### config.mk
export PLATFORM = sky130hd
export DESIGN_NAME = bms_div
export DESIGN_NICKNAME = d
export VERILOG_FILES = /design/src/rtl/bms_pkg.sv /design/src/rtl/bms_div.sv
export SDC_FILE = /design/constraint.sdc
export NUM_CORES = 1
export LEC_CHECK = 0
export ABC_AREA = 0
export BUFFER_PORTS_ARGS = -buffer_cell sky130_fd_sc_hd__clkbuf_2
export CAP_MARGIN = 20
export CORE_ASPECT_RATIO = 1.5
export CORE_MARGIN = 3
export CORE_UTILIZATION = 58
export DETAILED_ROUTE_END_ITERATION = 16
export GPL_TIMING_DRIVEN = 0
export PLACE_DENSITY_LB_ADDON = 0.2
export SYNTH_ARGS = -nofsm -noshare
export SYNTH_HDL_FRONTEND = slang
export SYNTH_SLANG_ARGS = --single-unit
### constraint.sdc
create_clock -name clk -period 5.72 [get_ports clk]
set_input_delay 0.286 -clock clk [delete_from_list [all_inputs] [get_ports clk]]
set_output_delay 0.286 -clock clk [all_outputs]
set_load 0.02 [all_outputs]
### src/rtl/bms_pkg.sv
// Package for the buzzer melody sequencer: action codes, register indexes, play
// and sequencer states, divider structs, note frequency table. No dependencies.
package bms_pkg;

	typedef enum logic [2:0] {
		ACT_LOAD    = 3'd0,
		ACT_PLAY    = 3'd1,
		ACT_PAUSE   = 3'd2,
		ACT_RESTART = 3'd3,
		ACT_STOP    = 3'd4,
		ACT_TICK    = 3'd5,
		ACT_PEND    = 3'd6,
		ACT_NONE    = 3'd7
	} action_t;

	typedef enum logic [1:0] {
		MODE_STOPPED = 2'd0,
		MODE_PLAYING = 2'd1,
		MODE_PAUSED  = 2'd2
	} mode_t;

	typedef enum logic [2:0] {
		REG_VOLUME = 3'd0,
		REG_TEMPO  = 3'd1,
		REG_BASE   = 3'd2,
		REG_SHIFT  = 3'd3,
		REG_LOOP   = 3'd4,
		REG_SECS   = 3'd5,
		REG_LENGTH = 3'd6
	} reg_idx_t;

	// Sequencer states.
	typedef enum logic [3:0] {
		ST_IDLE,
		ST_RD,
		ST_DUR,
		ST_SCALE,
		ST_TONE,
		ST_PER,
		ST_CMP,
		ST_CYC,
		ST_OUT
	} seq_t;

	// Divider request and reply between sequencer and shared divider.
	typedef struct packed {
		logic        start;
		logic [63:0] num;
		logic [63:0] den;
	} div_req_t;

	typedef struct packed {
		logic        done;
		logic [63:0] quo;
	} div_rsp_t;

	// Note frequencies in 0.1 Hz; entry 0 is a rest.
	function automatic logic [12:0] freq_tenth(input logic [2:0] idx);
		case (idx)
			3'd1: freq_tenth = 13'd2616;
			3'd2: freq_tenth = 13'd2936;
			3'd3: freq_tenth = 13'd3296;
			3'd4: freq_tenth = 13'd3492;
			3'd5: freq_tenth = 13'd3920;
			3'd6: freq_tenth = 13'd4400;
			3'd7: freq_tenth = 13'd4939;
			default: freq_tenth = 13'd0;
		endcase
	endfunction

endpackage

### src/rtl/bms_div.sv
// Shared radix-2 restoring divider, one quotient bit per cycle.
// Depends on bms_pkg for the request and reply structs.
module bms_div (
	input  logic            clk,
	input  logic            arst_n,
	input  bms_pkg::div_req_t req,
	output bms_pkg::div_rsp_t rsp
);
	import bms_pkg::*;

	logic [63:0] rem_q, quo_q, den_q;
	logic [6:0]  cnt_q;
	logic        busy_q, done_q;
	logic [64:0] trial;

	// Shift in the next numerator bit and try a subtraction.
	always_comb begin
		trial = {rem_q, quo_q[63]} - {1'b0, den_q};
	end

	always_ff @(posedge clk or negedge arst_n) begin
		if (!arst_n) begin
			busy_q <= 1'b0;
			done_q <= 1'b0;
			cnt_q  <= '0;
		end else begin
			done_q <= 1'b0;
			if (req.start) begin
				busy_q <= 1'b1;
				cnt_q  <= 7'd0;
			end else if (busy_q) begin
				cnt_q <= cnt_q + 7'd1;
				if (cnt_q == 7'd63) begin
					busy_q <= 1'b0;
					done_q <= 1'b1;
				end
			end
		end
	end

	always_ff @(posedge clk) begin
		if (req.start) begin
			rem_q <= '0;
			quo_q <= req.num;
			den_q <= req.den;
		end else if (busy_q) begin
			if (!trial[64]) begin
				rem_q <= trial[63:0];
				quo_q <= {quo_q[62:0], 1'b1};
			end else begin
				rem_q <= {rem_q[62:0], quo_q[63]};
				quo_q <= {quo_q[62:0], 1'b0};
			end
		end
	end

	assign rsp.done = done_q;
	assign rsp.quo  = quo_q;
endmodule

==> reports/metrics.yaml, run 1 <==
final_layout:
  most-common-layout-cells: "195 x clkbuf_2, 173 x nand2_1, 128 x edfxtp_1, 97 x nor2_1, 77 x inv_1"
  layout-area-overhead-vs-synth_pct: 22.5
  drive_above_1_share_pct: 22.0
  final_nets: 1739
  final_common_cell: "clkbuf_2"
yosys:
  synthCells: 1258
  synth_edf_count: 128
  ys_ff_latch: 201
  yosysWarnings: 0
  synth_ff_type: "edfxtp_1"
  syn_nets: 1455
  syn_area_um2: 12100
  async_flop_share_pct: 4.48
  postSynthAreaPerCell_um2: 9.64
  ys_types: 78
  ys_seq_area_share_pct: 44.1
setup_path:
  worstSetupEndpoint: "rem_q[61]"
  cp_data_arrival_time_ns: 4.30
  required_ns: 6.08
  crit_fanout: 5
  critPathBufInv: 1
  worst_path_max_delay_cell: "a31oi_1"
  cp_cell_sequence: "inv_1, ha_1, and2_1, a221oi_1, a211oi_1, o221ai_1, o311ai_1, a31oi_1, o21bai_1, a21oi_1, xor2_1, o31ai_1"
  start_kind: "flip-flop"
  max_stage_delay_ns: 0.57
  r2r_slack_ns: 1.78
  r2r_cells: 12
  path_class: "flip-flop to flip-flop"
  rr_endpoint: "rem_q[61]"
  cp.depth: 12
  end_kind: "flip-flop"
  r2r_start: "den_q[3]"
  path_delay_family: "compound AO/OA/AOI/OAI gates"
  crit_start: "den_q[3]"
route:
  drtPass1Iterations: 7
  wl_um: 34500
  drc: 0
  vias_per_cell: 5.89
  vias: 10724
  ant_nets: 0
  first_iter_violations: 844
  avgRoutedWirePerCell_um: 18.9
clock_network:
  ctsHoldBuffers: 65
  cts.sinks: 201
  cts_made_buffers: 21
  cts_buffer_depth: 3
  worstSkewPairLatency_ns: 0.51
  cts_tree: "done"
  post_cts_buffers: 0
  postCtsResizedCells: 0
  worst_setup_hold_path_clk_slew_ns: 0.07
  cts_root_buf: "clkbuf_16"
  htree_levels: 1
power:
  finalPower_uw: 3690
  power.leakage_uw: 0.00642
  powerDensity_nw_per_um2: 249
  pwr-share-comb_pct: 13.9
  seq_power_share_pct: 45.6
  vdd_drop_max_v: 0.000240
  p_sw_uw: 930
  power_frac_clock_pct: 40.5
  switching_share_pct: 25.2
  intPower_uw: 2760
placement:
  hpwl_um: 25300
  place.gp.congestion: 1.00
  portBuffers: 195
global_route:
  grt.overflow.total: 0
  grt_antenna_before_repair: 1
  grt_pass1_vias: 10864
  grt_max_degree: 66
  grt_pass1_wl_um: 53800
  grt.total_usage_pct: 29.9
worst_hold_path:
  hold_path_class: "primary input to flip-flop"
sta:
  period_needed_ns: 3.94
  finalSetupViolations: 0
  clock_skew_ns: 0.0143
  fin_setup_tns_ns: 0
  tightest_slew_ns: 1.05
  fin_crit_sh_pct: 68.8
  grt_setup_unrepaired: "no"
  max_freq_mhz: 254
  slew-limit-headroom_pct: 29.8
  finalHoldViolations: 0
  maxSlewViolCount: 0
floorplanning:
  die_area_um2: 22700
  io-pin-count: 196
  rows: 64
  die_w_um: 124
  coreArea_um2: 20500
  start_util_pct: 59.2
  fp.dieH_um: 183
status:
  status: "finished clean"
run:
  drv_cap: 0
-- power by group through the flow --
stage | combinational (uW) | sequential, uW | clock (uW)
floorplan | 246 | 1770 | 0
global placement | 462 | 1710 | 0
detailed placement | 474 | 1710 | 0
CTS | 512 | 1680 | 1500
global route | 560 | 1700 | 1560
finish | 515 | 1680 | 1500
-- cell type report --
cell class | instances | area [um^2]
timing repair buffer | 261 | 1650
multi-input combinational | 908 | 6120
clock inverter | 11 | 129
tap | 264 | 330
buffer | 71 | 367
fill | 1625 | 5640
sequential | 201 | 5350
inverter | 78 | 293
antenna | 1 | 2.50
clock buffer | 26 | 618
-- per-stage QoR --
step | instance area [um^2] | worst slack (ns) | utilization [%] | cells | hold slack (ns)
after floorplan | 12100 | 2.31 | - | 1258 | -0.00959
after global placement | 13400 | 1.05 | 65.5 | 1717 | 0.153
after detailed placement | 13500 | 1.81 | 65.7 | 1718 | 0.154
after CTS | 14900 | 1.81 | 72.5 | 1820 | 0.0514
after global routing | 14900 | 1.56 | 72.5 | 1821 | 0.0817
final | 14900 | 1.78 | 72.5 | 1821 | 0.0714
-- tightest hold or removal path, cell delays in order --
cell	delay, ns
clkbuf_2	0.07
nand2_1	0.04
o21ai_0	0.07
-- cells by family (layout without fill, tap and decap cells) --
| group | after synthesis | after routing | share of synthesized area, % |
|---|---|---|---|
| XOR/XNOR | 54 | 54 | 3.90 |
| multiplexers | 81 | 81 | 7.33 |
| flip-flops | 201 | 201 | 44.1 |
| buffers and inverters | 149 | 447 | 5.44 |
| AND/OR/NAND/NOR | 406 | 406 | 15.4 |
| adder cells (fa/ha/maj) | 66 | 66 | 6.87 |
| AO/OA/AOI/OAI | 301 | 301 | 16.9 |
| other | 0 | 1 | 0 |
-- worst min-delay path by stage --
stage             start        end  slack [ns]  cells past startpoint
2_1_floorplan    arst_n     busy_q       -0.01                      0
3_3_place_gp     arst_n   cnt_q[3]        0.15                      1
3_5_place_dp     arst_n   cnt_q[0]        0.15                      1
4_1_cts         req[64]   quo_q[0]        0.05                      3
5_1_grt        req[114]  quo_q[50]        0.08                      2
6_report        req[64]   quo_q[0]        0.07                      3
-- flip-flops by register name, summed over array words and instances, names as in the netlist --
signal  count
busy_q      1
cnt_q       7
den_q      64
done_q      1
quo_q      64
rem_q      64
-- routing by layer --
metal / track usage (%) / part of all wire (%) / up-vias
met2: 54.0 / 52 / 392
met4: 14.1 / 4.9 / 0
li1: - / - / 5149
met3: 5.40 / 5.9 / 118
met1: 33.4 / 37 / 5065
met5: 0 / 0 / -
-- cells in the mapped netlist, drive strengths merged, types with 3 or more instances --
| cell type | n | area [um^2] |
|---|---|---|
| nor4 | 4 | 31.3 |
| or2 | 5 | 31.3 |
| a211o | 4 | 35.0 |
| a21oi | 70 | 369 |
| nand2 | 174 | 656 |
| nor3 | 22 | 125 |
| o31ai | 5 | 42.5 |
| mux2i | 18 | 180 |
| o21a | 11 | 82.6 |
| ha | 65 | 813 |
| clkbuf | 38 | 144 |
| buf | 33 | 223 |
| dfxtp | 64 | 1280 |
| nand3 | 23 | 115 |
| xor2 | 24 | 210 |
| o311ai | 5 | 43.8 |
| a311oi | 33 | 289 |
| edfxtp | 128 | 3840 |
| or3 | 9 | 56.3 |
| xnor2 | 30 | 263 |
| o211ai | 18 | 135 |
| or4 | 3 | 22.5 |
| and3 | 13 | 81.3 |
| and2 | 6 | 37.5 |
| nor2 | 97 | 364 |
| o21bai | 13 | 97.6 |
| nor2b | 6 | 37.5 |
| nand4 | 26 | 178 |
| mux2 | 63 | 709 |
| a2111oi | 5 | 52.6 |
| dfrtp | 9 | 225 |
| inv | 78 | 293 |
| nand2b | 7 | 43.8 |
| a21o | 29 | 218 |
| o21ai | 62 | 310 |
| a21boi | 3 | 22.5 |
| a31oi | 4 | 25.0 |
| nand3b | 5 | 37.5 |
| a211oi | 12 | 90.1 |
(Power assumes the default switching activity.)
==> run 2: changes to the inputs <==
==> constraint.sdc (replaced) <==
create_clock -name clk -period 4.1 [get_ports clk]
set_input_delay 0.205 -clock clk [delete_from_list [all_inputs] [get_ports clk]]
set_output_delay 0.205 -clock clk [all_outputs]
set_load 0.02 [all_outputs]
==> reports/metrics.yaml, run 2 (synthesis gave the netlist of run 1 again) <==
floorplanning:
  fp.dieH_um: 183
  start_util_pct: 59.2
  die_area_um2: 22700
  rows: 64
  coreArea_um2: 20500
  io-pin-count: 196
  die_w_um: 124
global_route:
  grt_pass1_vias: 10983
  grt_max_degree: 66
  grt_pass1_wl_um: 55300
  grt.total_usage_pct: 30.7
  grt_antenna_before_repair: 1
  grt.overflow.total: 0
power:
  switching_share_pct: 25.3
  p_sw_uw: 1310
  power_frac_clock_pct: 40.2
  pwr-share-comb_pct: 14.3
  intPower_uw: 3870
  power.leakage_uw: 0.00651
  vdd_drop_max_v: 0.000336
  seq_power_share_pct: 45.4
  powerDensity_nw_per_um2: 343
sta:
  max_freq_mhz: 259
  fin_setup_tns_ns: 0
  fin_crit_sh_pct: 94.1
  maxSlewViolCount: 0
  finalHoldViolations: 0
  tightest_slew_ns: 1.03
  period_needed_ns: 3.86
  setup_ws_ns: 0.242
  slew-limit-headroom_pct: 30.8
  clock_skew_ns: 0.0141
  grt_setup_unrepaired: "no"
  finalSetupViolations: 0
clock_network:
  cts_made_buffers: 21
  worstSkewPairLatency_ns: 0.50
  post_cts_buffers: 0
  worst_setup_hold_path_clk_slew_ns: 0.07
  htree_levels: 1
  cts.sinks: 201
  cts_buffer_depth: 3
  cts_root_buf: "clkbuf_16"
  cts_tree: "done"
final_layout:
  final_nets: 1760
  most-common-layout-cells: "196 x clkbuf_2, 173 x nand2_1, 128 x edfxtp_1, 97 x nor2_1, 86 x dlygate4sd3_1"
  final_common_cell: "clkbuf_2"
  layout-area-overhead-vs-synth_pct: 24.3
  post-route-util_pct: 73.6
  nFillCells: 1571
  fin_area_um2: 15100
  stdcell_count: 1842
  biggestRegsByFlops: "den_q x64, quo_q x64, rem_q x64"
  drive_above_1_share_pct: 21.9
placement:
  place.gp.congestion: 1.00
  place_ws_ns: 0.194
  hpwl_um: 25300
  placed_cells: 1718
  place_area_um2: 13500
  portBuffers: 195
setup_path:
  start_kind: "flip-flop"
  crit_fanout: 10
  r2r_slack_ns: 0.24
  r2r_cells: 14
  critPathBufInv: 2
  cp_cell_sequence: "inv_1, ha_1, fa_1, nand2b_1, a21oi_2, o221a_2, a21oi_4, o221a_2, a211o_1, a21o_1, nand3_1, buf_1, nand2_1, a311oi_1"
  path_delay_family: "compound AO/OA/AOI/OAI gates"
  end_kind: "flip-flop"
  path_common_cell: "o221a_2"
  cp_data_arrival_time_ns: 4.26
  required_ns: 4.50
  worst_path_max_delay_cell: "buf_1"
  path_class: "flip-flop to flip-flop"
  max_stage_delay_ns: 0.45
  rr_endpoint: "rem_q[6]"
  r2r_start: "quo_q[63]"
route:
  avgRoutedWirePerCell_um: 19.2
  ant_nets: 0
  drtPass1Iterations: 7
  drc: 0
  vias: 10883
  wl_um: 35400
  first_iter_violations: 792
  vias_per_cell: 5.91
status:
  status: "finished clean"
worst_hold_path:
  min_from: "req[78]"
  holdPathStages: 2
  min_to: "quo_q[14]"
  hold_path_class: "primary input to flip-flop"
run:
  drv_cap: 0
## run 2: through the flow
| step | power, uW | hold WS [ns] |
|---|---|---|
| after detailed placement | 3050 | 0.0725 |
| after global placement | 3030 | 0.0721 |
| after CTS | 5180 | 0.00120 |
| after global routing | 5350 | 0.0106 |
| after floorplan | 2810 | -0.0906 |
| final | 5180 | 0.0130 |
## run 2: layer usage
| metal | GRT usage (%) | wire length (um) |
|---|---|---|
| met5 | 0 | 0 |
| met4 | 13.7 | 1600 |
| met3 | 5.25 | 2140 |
| met2 | 55.6 | 18600 |
| met1 | 34.8 | 13100 |
## run 2: area by class of cell
type,count,area [um^2],share of cell area [%]
diodes,1,2.50,0.0166
clock inverters,11,129,0.855
multi-input cells,908,6130,40.6
clock buffers,26,618,4.10
repair buffers,282,1860,12.3
flip-flops and latches,201,5350,35.5
plain buffers,71,368,2.44
inverters,78,293,1.94
well taps,264,330,2.19
## run 2: repair_timing
item	4_1_cts	5_1_grt
setup endpoints to repair	0	3
resized for setup	0	4
hold endpoints to repair	94	0
hold buffers	86	0
## run 2: worst max path at each step
stage / start / cells past startpoint / end / slack (ns)
2_1_floorplan: quo_q[63] / 15 / rem_q[33] / 0.69
3_3_place_gp: req[128] / 5 / quo_q[52] / -0.49
3_5_place_dp: quo_q[63] / 14 / rem_q[16] / 0.19
4_1_cts: quo_q[63] / 14 / rem_q[19] / 0.19
5_1_grt: den_q[13] / 11 / rem_q[56] / 0.09
6_report: quo_q[63] / 14 / rem_q[6] / 0.24
## run 2: power groups by stage
stage          Sequential [uW]  Combinational, uW  Clock [uW]
6_report                  2350                741        2080
5_1_grt                   2370                806        2170
4_1_cts                   2350                730        2100
3_5_place_dp              2390                661           0
3_3_place_gp              2390                645           0
2_1_floorplan             2460                344           0
==> run 3: changes to the inputs <==
--- a/config.mk
+++ b/config.mk
@@ -9,10 +9,10 @@
 export BUFFER_PORTS_ARGS = -buffer_cell sky130_fd_sc_hd__clkbuf_2
 export CAP_MARGIN = 20
 export CORE_ASPECT_RATIO = 1.5
-export CORE_MARGIN = 3
+export CORE_MARGIN = 8
 export CORE_UTILIZATION = 58
 export DETAILED_ROUTE_END_ITERATION = 16
-export GPL_TIMING_DRIVEN = 0
+export GPL_TIMING_DRIVEN = 1
 export PLACE_DENSITY_LB_ADDON = 0.2
 export SYNTH_ARGS = -nofsm -noshare
 export SYNTH_HDL_FRONTEND = slang
==> constraint.sdc (replaced) <==
create_clock -name clk -period 4.1 [get_ports clk]
set_input_delay 0.41 -clock clk [delete_from_list [all_inputs] [get_ports clk]]
set_output_delay 0.41 -clock clk [all_outputs]
set_load 0.02 [all_outputs]
==> reports/metrics.yaml, run 3 (synthesis gave the netlist of run 1 again) <==
status:
  status: "finished clean"
clock_network:
  postCtsResizedCells: 0
  ctsHoldBuffers: 1
  htree_levels: 1
  worstSkewPairLatency_ns: 0.51
  cts_tree: "done"
  cts_buffer_depth: 3
  worst_setup_hold_path_clk_slew_ns: 0.06
  cts_made_buffers: 21
  post_cts_buffers: 0
  cts.sinks: 201
  cts_root_buf: "clkbuf_16"
floorplanning:
  die_area_um2: 25900
  start_util_pct: 58.3
  die_w_um: 134
  io-pin-count: 196
  rows: 65
  fp.dieH_um: 193
  coreArea_um2: 20800
route:
  vias_per_cell: 5.90
  wl_um: 30500
  drc: 0
  vias: 10055
  first_iter_violations: 671
  avgRoutedWirePerCell_um: 17.9
  ant_nets: 0
  drtPass1Iterations: 5
sta:
  maxSlewViolCount: 0
  tightest_slew_ns: 1.05
  fin_setup_tns_ns: 0
  period_needed_ns: 3.69
  finalHoldViolations: 0
  clock_skew_ns: 0.0101
  max_freq_mhz: 271
  fin_crit_sh_pct: 90.1
  slew-limit-headroom_pct: 29.7
  grt_setup_unrepaired: "no"
  finalSetupViolations: 0
setup_path:
  end_kind: "flip-flop"
  worst_path_max_delay_cell: "fa_1"
  r2r_start: "quo_q[63]"
  required_ns: 4.51
  path_class: "flip-flop to flip-flop"
  cp_cell_sequence: "inv_1, ha_1, fa_1, nand2b_1, a21oi_2, o221a_2, a21oi_4, o221a_2, a211o_1, nand4_1, and3_2, buf_4, nand2_1, a311oi_1"
  r2r_cells: 14
  worstSetupEndpoint: "rem_q[29]"
  r2r_slack_ns: 0.41
  rr_endpoint: "rem_q[29]"
  cp_data_arrival_time_ns: 4.10
  crit_start: "quo_q[63]"
  max_stage_delay_ns: 0.40
  crit_fanout: 17
  path_common_cell: "o221a_2"
  start_kind: "flip-flop"
global_route:
  met2_usage_pct: 42.4
  grt.total_usage_pct: 23.5
  grtUsageMet1_pct: 26.0
  grt.overflow.total: 0
  grt_use_met3_pct: 6.20
  grt.busiest_layer: "met2"
  grt_pass1_vias: 10486
  grt_antenna_before_repair: 0
  grt_max_degree: 105
  grt_pass1_wl_um: 50100
final_layout:
  drive_above_1_share_pct: 22.8
  most-common-layout-cells: "194 x clkbuf_2, 173 x nand2_1, 128 x edfxtp_1, 96 x nor2_1, 77 x inv_1"
  final_nets: 1619
  layout-area-overhead-vs-synth_pct: 14.2
  fin_area_um2: 13900
  final_common_cell: "clkbuf_2"
  nFillCells: 1774
  biggestRegsByFlops: "den_q x64, quo_q x64, rem_q x64"
  diodes: 0
worst_hold_path:
  hold_path_class: "primary input to flip-flop"
power:
  powerDensity_nw_per_um2: 342
  finalPower_uw: 4750
  vdd_drop_max_v: 0.000393
  power.leakage_uw: 0.00597
placement:
  place.gp.congestion: 0.911
  portBuffers: 195
  place_area_um2: 13200
  hpwl_um: 22800
run:
  drv_cap: 0
## run 3: changes by cell type in the layout (fill, tap and decap cells not counted), moves of 2 or more
cell           before  now
clkbuf_1           37    6
buf_1               5    0
bufinv_16           3    0
buf_6               3    1
clkbuf_2          196  194
buf_4              18   14
buf_2               7    0
clkbuf_16          24   21
dlygate4sd3_1      86    1
## run 3: cell type report
type,count,area (um^2),area share [%]
clock buffer,28,562,4.05
clock inverter,10,53.8,0.388
inverter,78,293,2.11
multi-input combinational,908,6120,44.2
sequential,201,5350,38.6
tap,268,335,2.42
timing repair buffer,212,1140,8.21
## run 3: metrics by stage
step	utilization, %	setup slack, ns	cells	hold WS [ns]
after floorplan	-	0.690	1258	0.114
after global routing	66.6	0.140	1705	0.0492
after global placement	63.6	0.562	1666	0.272
after CTS	66.6	0.390	1705	0.0560
after detailed placement	63.6	0.395	1666	0.282
final	66.6	0.405	1705	0.0692
## run 3: worst min path at each step
stage                     startpoint   endpoint  cells past startpoint
after floorplan               arst_n     busy_q                      0
after global placement        arst_n   cnt_q[4]                      1
after detailed placement      arst_n   cnt_q[4]                      1
after CTS                     req[6]   den_q[6]                      1
after global routing         req[11]  den_q[11]                      1
final                         req[6]   den_q[6]                      1
## run 3: power breakdown
part           total [uW]  switching [uW]  internal, uW
clock network        1750             780           966
logic                 648             386           262
registers            2350            58.8          2290
total                4750            1220          3520
## run 3: critical path: cells and delay by family (launching register included)
kind / cells / cell delay, ns
AO/OA/AOI/OAI: 6 / 1.49
adder cells (fa/ha/maj): 2 / 0.62
buffers and inverters: 2 / 0.35
flip-flops: 1 / 0.37
AND/OR/NAND/NOR: 4 / 0.74
## run 3: layer usage
layer | part of all wire [%] | wire length (um) | up-vias
met1 | 39 | 11800 | 4720
met5 | 0 | 0 | -
met2 | 51 | 15400 | 351
met4 | 3.1 | 947 | 0
met3 | 7.5 | 2300 | 76
li1 | - | - | 4908
